===== config.mk =====
export PLATFORM = sky130hd
export DESIGN_NAME = signed_int_to_decimal_ascii_top
export DESIGN_NICKNAME = d
export VERILOG_FILES = /design/src/rtl/core/s2da_pkg.sv /design/src/rtl/core/s2da_cmp_sub.sv /design/src/rtl/core/s2da_out_reg.sv /design/src/rtl/core/signed_int_to_decimal_ascii_top.sv
export VERILOG_INCLUDE_DIRS = /design/src /design/src/rtl/core
export SDC_FILE = /design/constraint.sdc
export NUM_CORES = 1
export LEC_CHECK = 0
export BUFFER_PORTS_ARGS = -buffer_cell sky130_fd_sc_hd__clkbuf_2
export CAP_MARGIN = 5
export CORE_UTILIZATION = 52
export DETAILED_ROUTE_END_ITERATION = 16
export PLACE_DENSITY_LB_ADDON = 0.1
export SLEW_MARGIN = 20
export SYNTH_ARGS = -nofsm -noshare
export SYNTH_HDL_FRONTEND = slang
export SYNTH_SLANG_ARGS = --single-unit

===== constraint.sdc =====
create_clock -name clock -period 12.15 [get_ports clock]
set_clock_uncertainty 0.15 [all_clocks]
set_input_delay 2.43 -clock clock [delete_from_list [all_inputs] [get_ports clock]]
set_output_delay 2.43 -clock clock [all_outputs]
set_load 0.01 [all_outputs]

===== src/rtl/core/signed_int_to_decimal_ascii_top_defines.svh =====
// assertion helpers for the top-level rtl file
`ifndef SIGNED_INT_TO_DECIMAL_ASCII_TOP_DEFINES_SVH
`define SIGNED_INT_TO_DECIMAL_ASCII_TOP_DEFINES_SVH

// checked on every clock edge outside reset
`define S2DA_ASSERT(lbl, prop, msg) \
   lbl: assert property (@(posedge clock) disable iff (reset) prop) else $error(msg);

// checked on every clock edge, reset included
`define S2DA_ASSERT_ALWAYS(lbl, prop, msg) \
   lbl: assert property (@(posedge clock) prop) else $error(msg);

`endif


===== src/rtl/core/s2da_pkg.sv =====
package s2da_pkg;

   localparam int VALUE_BITS = 32;
   // decimal places needed for the largest magnitude, 2^(VALUE_BITS-1)
   localparam int DIGIT_MAX  = (((VALUE_BITS - 1) * 1233) >> 12) + 1;
   localparam int POS_BITS   = $clog2(DIGIT_MAX);
   localparam int TRIAL_BITS = VALUE_BITS + 4;

   localparam logic [7:0] CHAR_ZERO  = 8'd48;
   localparam logic [7:0] CHAR_MINUS = 8'd45;

   typedef logic [DIGIT_MAX-1:0][TRIAL_BITS-1:0] pow_tab_type;

   typedef struct packed {
      logic       push;
      logic [7:0] character;
      logic       last_char;
   } char_req_type;

   function automatic pow_tab_type pow_tab_init();
      pow_tab_type            t;
      logic [TRIAL_BITS-1:0]  p;
      p = TRIAL_BITS'(1);
      for (int k = 0; k < DIGIT_MAX; k++) begin
         t[k] = p;
         p    = p * TRIAL_BITS'(10);
      end
      return t;
   endfunction

   localparam pow_tab_type POW10 = pow_tab_init();

endpackage


===== src/rtl/core/s2da_cmp_sub.sv =====
module s2da_cmp_sub (
   input  logic [s2da_pkg::VALUE_BITS-1:0] rem,
   input  logic [s2da_pkg::TRIAL_BITS-1:0] sub,
   output logic                            ge,
   output logic [s2da_pkg::VALUE_BITS-1:0] diff
);

   logic [s2da_pkg::TRIAL_BITS-1:0] rem_wide;
   logic [s2da_pkg::TRIAL_BITS-1:0] diff_wide;

   assign rem_wide  = s2da_pkg::TRIAL_BITS'(rem);
   assign diff_wide = rem_wide - sub;
   assign ge        = rem_wide >= sub;
   // only used when ge, so the difference fits the magnitude width
   assign diff      = diff_wide[s2da_pkg::VALUE_BITS-1:0];

endmodule


===== src/rtl/core/s2da_out_reg.sv =====
module s2da_out_reg (
   input  logic                   clock,
   input  logic                   reset,
   input  s2da_pkg::char_req_type char_req,
   output logic                   ready,
   output logic                   rsp_valid,
   input  logic                   rsp_stall,
   output logic [7:0]             rsp_character,
   output logic                   rsp_last_char
);

   logic       valid_ff;
   logic       valid_in;
   logic [7:0] char_ff;
   logic       last_ff;

   assign ready    = !valid_ff || !rsp_stall;
   assign valid_in = char_req.push ? 1'b1 : (valid_ff && rsp_stall);

   always_ff @(posedge clock) begin
      if (reset) begin
         valid_ff <= 1'b0;
      end else begin
         valid_ff <= valid_in;
      end
   end

   always_ff @(posedge clock) begin
      if (char_req.push) begin
         char_ff <= char_req.character;
         last_ff <= char_req.last_char;
      end
   end

   assign rsp_valid     = valid_ff;
   assign rsp_character = char_ff;
   assign rsp_last_char = last_ff;

endmodule


===== src/rtl/core/signed_int_to_decimal_ascii_top.sv =====
// Converts one signed two's complement value per request into its decimal text, sent one
// ASCII character per response in reading order: a '-' for negative values, then the digits
// with no leading zeros, the final character flagged by rsp_last_char. A request is taken only
// while the block is idle. Each request then occupies the block for the sign, if the value is
// negative, and for every decimal place, plus any time the sign or a digit waits because the
// response side stalls with a character still held. The time per place is set by the single
// compare-subtract unit, which settles each of the DIGIT_MAX decimal places by four trial
// subtractions of 8, 4, 2 and 1 times the place's power of ten, most significant place first.
// A one-entry output register lets the next digit be worked while the previous character
// waits to be taken.
`include "signed_int_to_decimal_ascii_top_defines.svh"

module signed_int_to_decimal_ascii_top (
   input  logic                                   clock,
   input  logic                                   reset,
   input  logic                                   req_valid,
   output logic                                   req_stall,
   input  logic signed [s2da_pkg::VALUE_BITS-1:0] req_value,
   output logic                                   rsp_valid,
   input  logic                                   rsp_stall,
   output logic [7:0]                             rsp_character,
   output logic                                   rsp_last_char
);

   localparam logic [1:0] ST_IDLE = 2'd0;
   localparam logic [1:0] ST_SIGN = 2'd1;
   localparam logic [1:0] ST_STEP = 2'd2;
   localparam logic [1:0] ST_HOLD = 2'd3;

   logic [1:0]                          state_ff, state_in;
   logic [s2da_pkg::VALUE_BITS-1:0]     rem_ff, rem_in;
   logic [s2da_pkg::POS_BITS-1:0]       pos_ff, pos_in;
   logic [1:0]                          bit_ff, bit_in;
   logic [3:0]                          digit_ff, digit_in;
   logic                                started_ff, started_in;

   logic [s2da_pkg::VALUE_BITS-1:0]     raw;
   logic [s2da_pkg::VALUE_BITS-1:0]     mag;
   logic [s2da_pkg::TRIAL_BITS-1:0]     place;
   logic [s2da_pkg::TRIAL_BITS-1:0]     trial;
   logic [s2da_pkg::TRIAL_BITS-1:0]     rem_bound;
   logic                                ge;
   logic [s2da_pkg::VALUE_BITS-1:0]     diff;
   logic [3:0]                          digit_cur;
   logic                                emit_need;
   logic                                out_ready;
   s2da_pkg::char_req_type              char_req;
   logic                                digit_push;
   logic                                digit_char_ok;
   logic                                rem_in_bound;
   logic                                last_push;

   assign raw       = req_value;
   assign mag       = raw[s2da_pkg::VALUE_BITS-1] ? (~raw + 1'b1) : raw;
   assign place     = s2da_pkg::POW10[pos_ff];
   assign trial     = place << bit_ff;
   assign rem_bound = place << ({1'b0, bit_ff} + 3'd1);
   assign digit_cur = digit_ff | (ge ? (4'b0001 << bit_ff) : 4'b0000);
   assign emit_need = started_ff || (digit_cur != 4'd0) || (pos_ff == '0);
   assign req_stall = state_ff != ST_IDLE;

   s2da_cmp_sub u_cmp_sub (
      .rem  (rem_ff),
      .sub  (trial),
      .ge   (ge),
      .diff (diff)
   );

   s2da_out_reg u_out_reg (
      .clock         (clock),
      .reset         (reset),
      .char_req      (char_req),
      .ready         (out_ready),
      .rsp_valid     (rsp_valid),
      .rsp_stall     (rsp_stall),
      .rsp_character (rsp_character),
      .rsp_last_char (rsp_last_char)
   );

   always_comb begin
      state_in   = state_ff;
      rem_in     = rem_ff;
      pos_in     = pos_ff;
      bit_in     = bit_ff;
      digit_in   = digit_ff;
      started_in = started_ff;
      char_req   = '0;
      case (state_ff)
         ST_IDLE: begin
            if (req_valid) begin
               rem_in     = mag;
               pos_in     = s2da_pkg::POS_BITS'(s2da_pkg::DIGIT_MAX - 1);
               bit_in     = 2'd3;
               digit_in   = 4'd0;
               started_in = 1'b0;
               state_in   = raw[s2da_pkg::VALUE_BITS-1] ? ST_SIGN : ST_STEP;
            end
         end
         ST_SIGN: begin
            if (out_ready) begin
               char_req.push      = 1'b1;
               char_req.character = s2da_pkg::CHAR_MINUS;
               char_req.last_char = 1'b0;
               state_in           = ST_STEP;
            end
         end
         ST_STEP: begin
            if (ge) begin
               rem_in = diff;
            end
            digit_in = digit_cur;
            if (bit_ff != 2'd0) begin
               bit_in = bit_ff - 2'd1;
            end else if (emit_need && !out_ready) begin
               state_in = ST_HOLD;
            end else begin
               if (emit_need) begin
                  char_req.push      = 1'b1;
                  char_req.character = s2da_pkg::CHAR_ZERO + {4'd0, digit_cur};
                  char_req.last_char = pos_ff == '0;
                  started_in         = 1'b1;
               end
               if (pos_ff == '0) begin
                  state_in = ST_IDLE;
               end else begin
                  pos_in   = pos_ff - 1'b1;
                  bit_in   = 2'd3;
                  digit_in = 4'd0;
               end
            end
         end
         ST_HOLD: begin
            // digit done, waiting for room in the output register
            if (out_ready) begin
               char_req.push      = 1'b1;
               char_req.character = s2da_pkg::CHAR_ZERO + {4'd0, digit_ff};
               char_req.last_char = pos_ff == '0;
               started_in         = 1'b1;
               if (pos_ff == '0) begin
                  state_in = ST_IDLE;
               end else begin
                  pos_in   = pos_ff - 1'b1;
                  bit_in   = 2'd3;
                  digit_in = 4'd0;
                  state_in = ST_STEP;
               end
            end
         end
         default: begin
            state_in = ST_IDLE;
         end
      endcase
   end

   always_ff @(posedge clock) begin
      if (reset) begin
         state_ff <= ST_IDLE;
      end else begin
         state_ff <= state_in;
      end
   end

   always_ff @(posedge clock) begin
      rem_ff     <= rem_in;
      pos_ff     <= pos_in;
      bit_ff     <= bit_in;
      digit_ff   <= digit_in;
      started_ff <= started_in;
   end

   assign digit_push    = char_req.push && (state_ff != ST_SIGN);
   assign digit_char_ok = (char_req.character >= s2da_pkg::CHAR_ZERO) &&
                          (char_req.character <= (s2da_pkg::CHAR_ZERO + 8'd9));
   assign rem_in_bound  = s2da_pkg::TRIAL_BITS'(rem_ff) < rem_bound;
   assign last_push     = char_req.push && char_req.last_char;

   `S2DA_ASSERT(a_push_has_room, char_req.push |-> out_ready, "push into a full output register")
   `S2DA_ASSERT(a_digit_range, digit_push |-> digit_char_ok, "digit character out of range")
   `S2DA_ASSERT(a_rem_bound, (state_ff == ST_STEP) |-> rem_in_bound, "remainder out of bound")
   `S2DA_ASSERT(a_last_ends_run, last_push |=> (state_ff == ST_IDLE), "run did not end")

endmodule

==> out/results.txt <==
Setup crit start kind: register
Routed via count: 5440
Clock sinks: 76
Slack of the critical path: 6.90 ns
H-tree Lvls: 3
Final Critical Period: 5.25 ns
Largest net degree at the start of global routing: 64
Most common flop cell mapped by yosys: edfxtp_1
Crit. End Element: register
Failing checks: design-rule violations
All-Layer GR Usage: 24.9%
Netlist cell types: 68
Crit-path max FO: 33
Final ANT Viol Nets: 0
Final WL: 15000 microns
Final #Nets: 843
Port Buf Inserts: 44
Die ar.: 12600 sq um
Hold buffer count at CTS: 0
Mapped Area: 6310 sq um
TritonCTS clock tree: done
Pre-antenna DRT Iters: 13
Num CTS Buffers: 9
R2R Path Start: bit_ff[1]
Max cap viols: 0
Cell Pwr Density: 297 nW/um^2
Final Hold Vio Count: 0
Final core occ: 59.5%
Ys Warns: 0
Final Max Slew Viols: 0
Static leakage: 2.91 nW
Worst-margin pin slew: 0.733 ns
Final instance area: 6910 sq um
Layout cell share with drive strength beyond 1: 12.8%
Placement Setup Slack: 6.91 ns
CTS clk-pin slew, worst paths: 0.06 ns
I/O pins: 47
Site Rows: 39
Starting Density: 54.3%
Outcome: finished, violations left
Post CTS Setup Buffer Count: 0
VDD IR max: 0.136 mV
GRT overflow: 0
Gate Count Post-Synth: 738
Most common cell after layout, fill and taps aside: nor2_1
Cts repair resizes: 0
Chip Height: 112 microns
Drt via density: 5.97
# setup viols final: 0
Min-delay src: state_ff[0]
Sum Neg Setup Slack: 0 ns
WL per Instance: 16.4 microns
Fmax: 0.190 GHz
Root buf cell: clkbuf_16
RePlAce Congestion: 0.887
Tcrit/Tclk final: 43.2%
WP data required: 12.23 ns
Seq cells post-synth: 76
Post-synthesis sequential area ratio: 32.1%
Clk_lat worst skew: 0.35 ns
Worst Setup SP: bit_ff[1]
Clk buf depth: 2
Initial antenna violation count: 0
Multi-input combinational cell area: 4010 sq um
Placed inst area: 6620 sq um
Crit Path Category: register to register
CORE AREA: 11600 sq um
Rel. slew slack: 50.5%
First-pass GRT wire length: 24900 microns
RSZ-0062 raised after global routing: false
Fillers: 1069
Reg area: 2020 sq um
DRC viols: 1
Post-synth EDFFs: 50
Syn_area_per_cell: 8.54 sq um
CP arrival: 5.34 ns
Diodes inserted: 0
FFs w/ async S/R, synth: 0%
Die X: 112 microns
DR iter-0 viols: 330
Most frequent cells in the layout: nor2_1, a21oi_1, nand2_1
Vias in the first global route: 5177
Type of the most critical hold path: register to register
Hpwl dp: 11400 microns
Layout area overhead: 9.58%
## cell type report
class	instances	share of cell area, %
multi-input cells	587	58.0
inverters	39	2.12
flip-flops and latches	76	29.3
clock buffers	9	3.26
repair buffers	50	3.84
well taps	143	2.59
clock inverters	7	0.978
## registers in the layout, summed over array words and instances (netlist names)
name                     count
u_out_reg.rsp_valid          1
u_out_reg.rsp_last_char      1
rem_ff                      32
place                       23
state_ff                     2
digit_ff                     4
bit_ff                       2
u_out_reg.rsp_character      6
pos_ff                       4
started_ff                   1
## cell families after synthesis
kind of cell | synth area share [%]
buffers and inverters | 4.72
DFF | 32.1
AOI/OAI and AO/OA | 21.6
xor gates and xnor gates | 7.08
and+or+nand+nor | 17.9
muxes | 7.72
other | 0.0595
adders and majority gates | 8.85
## synthesized netlist by cell type (4+ instances only)
master,n,share of area (%)
o21a_1,4,0.48
nand4_1,9,0.89
nand2b_1,12,1.2
xnor2_1,39,5.4
o211ai_1,6,0.71
a211oi_1,8,0.95
a21oi_1,72,5.7
xor2_1,12,1.7
nor3_1,16,1.3
edfxtp_1,50,24
a31oi_1,4,0.40
o21ai_0,48,3.8
or3_1,6,0.60
a21boi_0,4,0.48
a21o_1,20,2.4
mux2_2,13,2.3
nand3_1,13,1.0
o31ai_1,11,1.3
or2_2,4,0.40
and2_1,6,0.60
or4_1,6,0.71
dfxtp_1,26,8.3
o41ai_1,5,0.69
or4_4,4,0.71
a211o_1,4,0.56
ha_1,43,8.5
nand2_1,67,4.0
mux2i_1,28,4.4
o21bai_1,4,0.48
inv_1,38,2.3
clkbuf_1,30,1.8
nor2_1,73,4.3
## per-layer routing
layer	routed length, microns	global-route usage, %	part of all wire, %
met5	0	0	0
met4	299	10.6	2.0
met3	594	3.56	4.0
met2	7250	42.7	48
met1	6830	31.5	46
## stage by stage
stage	instances	total power, mW	hold slack (ns)
finish	911	2.05	0.419
global route	911	2.23	0.434
CTS	911	2.05	0.426
detailed placement	895	1.77	0.422
global placement	895	1.75	0.413
floorplan	739	1.49	0.379
## power breakdown
part	total, mW	internal (mW)	switching [mW]
clock	0.270	0.158	0.112
combinational	1.30	0.516	0.787
sequential	0.479	0.420	0.0597
## worst max-delay path, cell delays in order, from the launching register on
cell and delay, ns:
edfxtp_1 0.60, buf_4 0.38, inv_1 0.28, nor2_1 0.36, a21oi_1 0.13, ha_1 0.36, nand2b_1 0.10, a2111oi_0 0.60
nor2_1 0.26, a211o_1 0.34, nand3_2 0.14, o21ai_1 0.09, buf_4 0.20, mux2i_1 0.40, inv_2 0.15, ha_1 0.26
a221o_1 0.33
## final timing paths
kind / endpoint / slack (ns) / depth (start not counted)
max: place[8] / 6.90 / 16
max reg2reg: place[8] / 6.90 / 16
min reg2reg: state_ff[0] / 0.42 / 2
min: state_ff[0] / 0.42 / 2
Note: power is estimated with default switching activity, not from simulation.
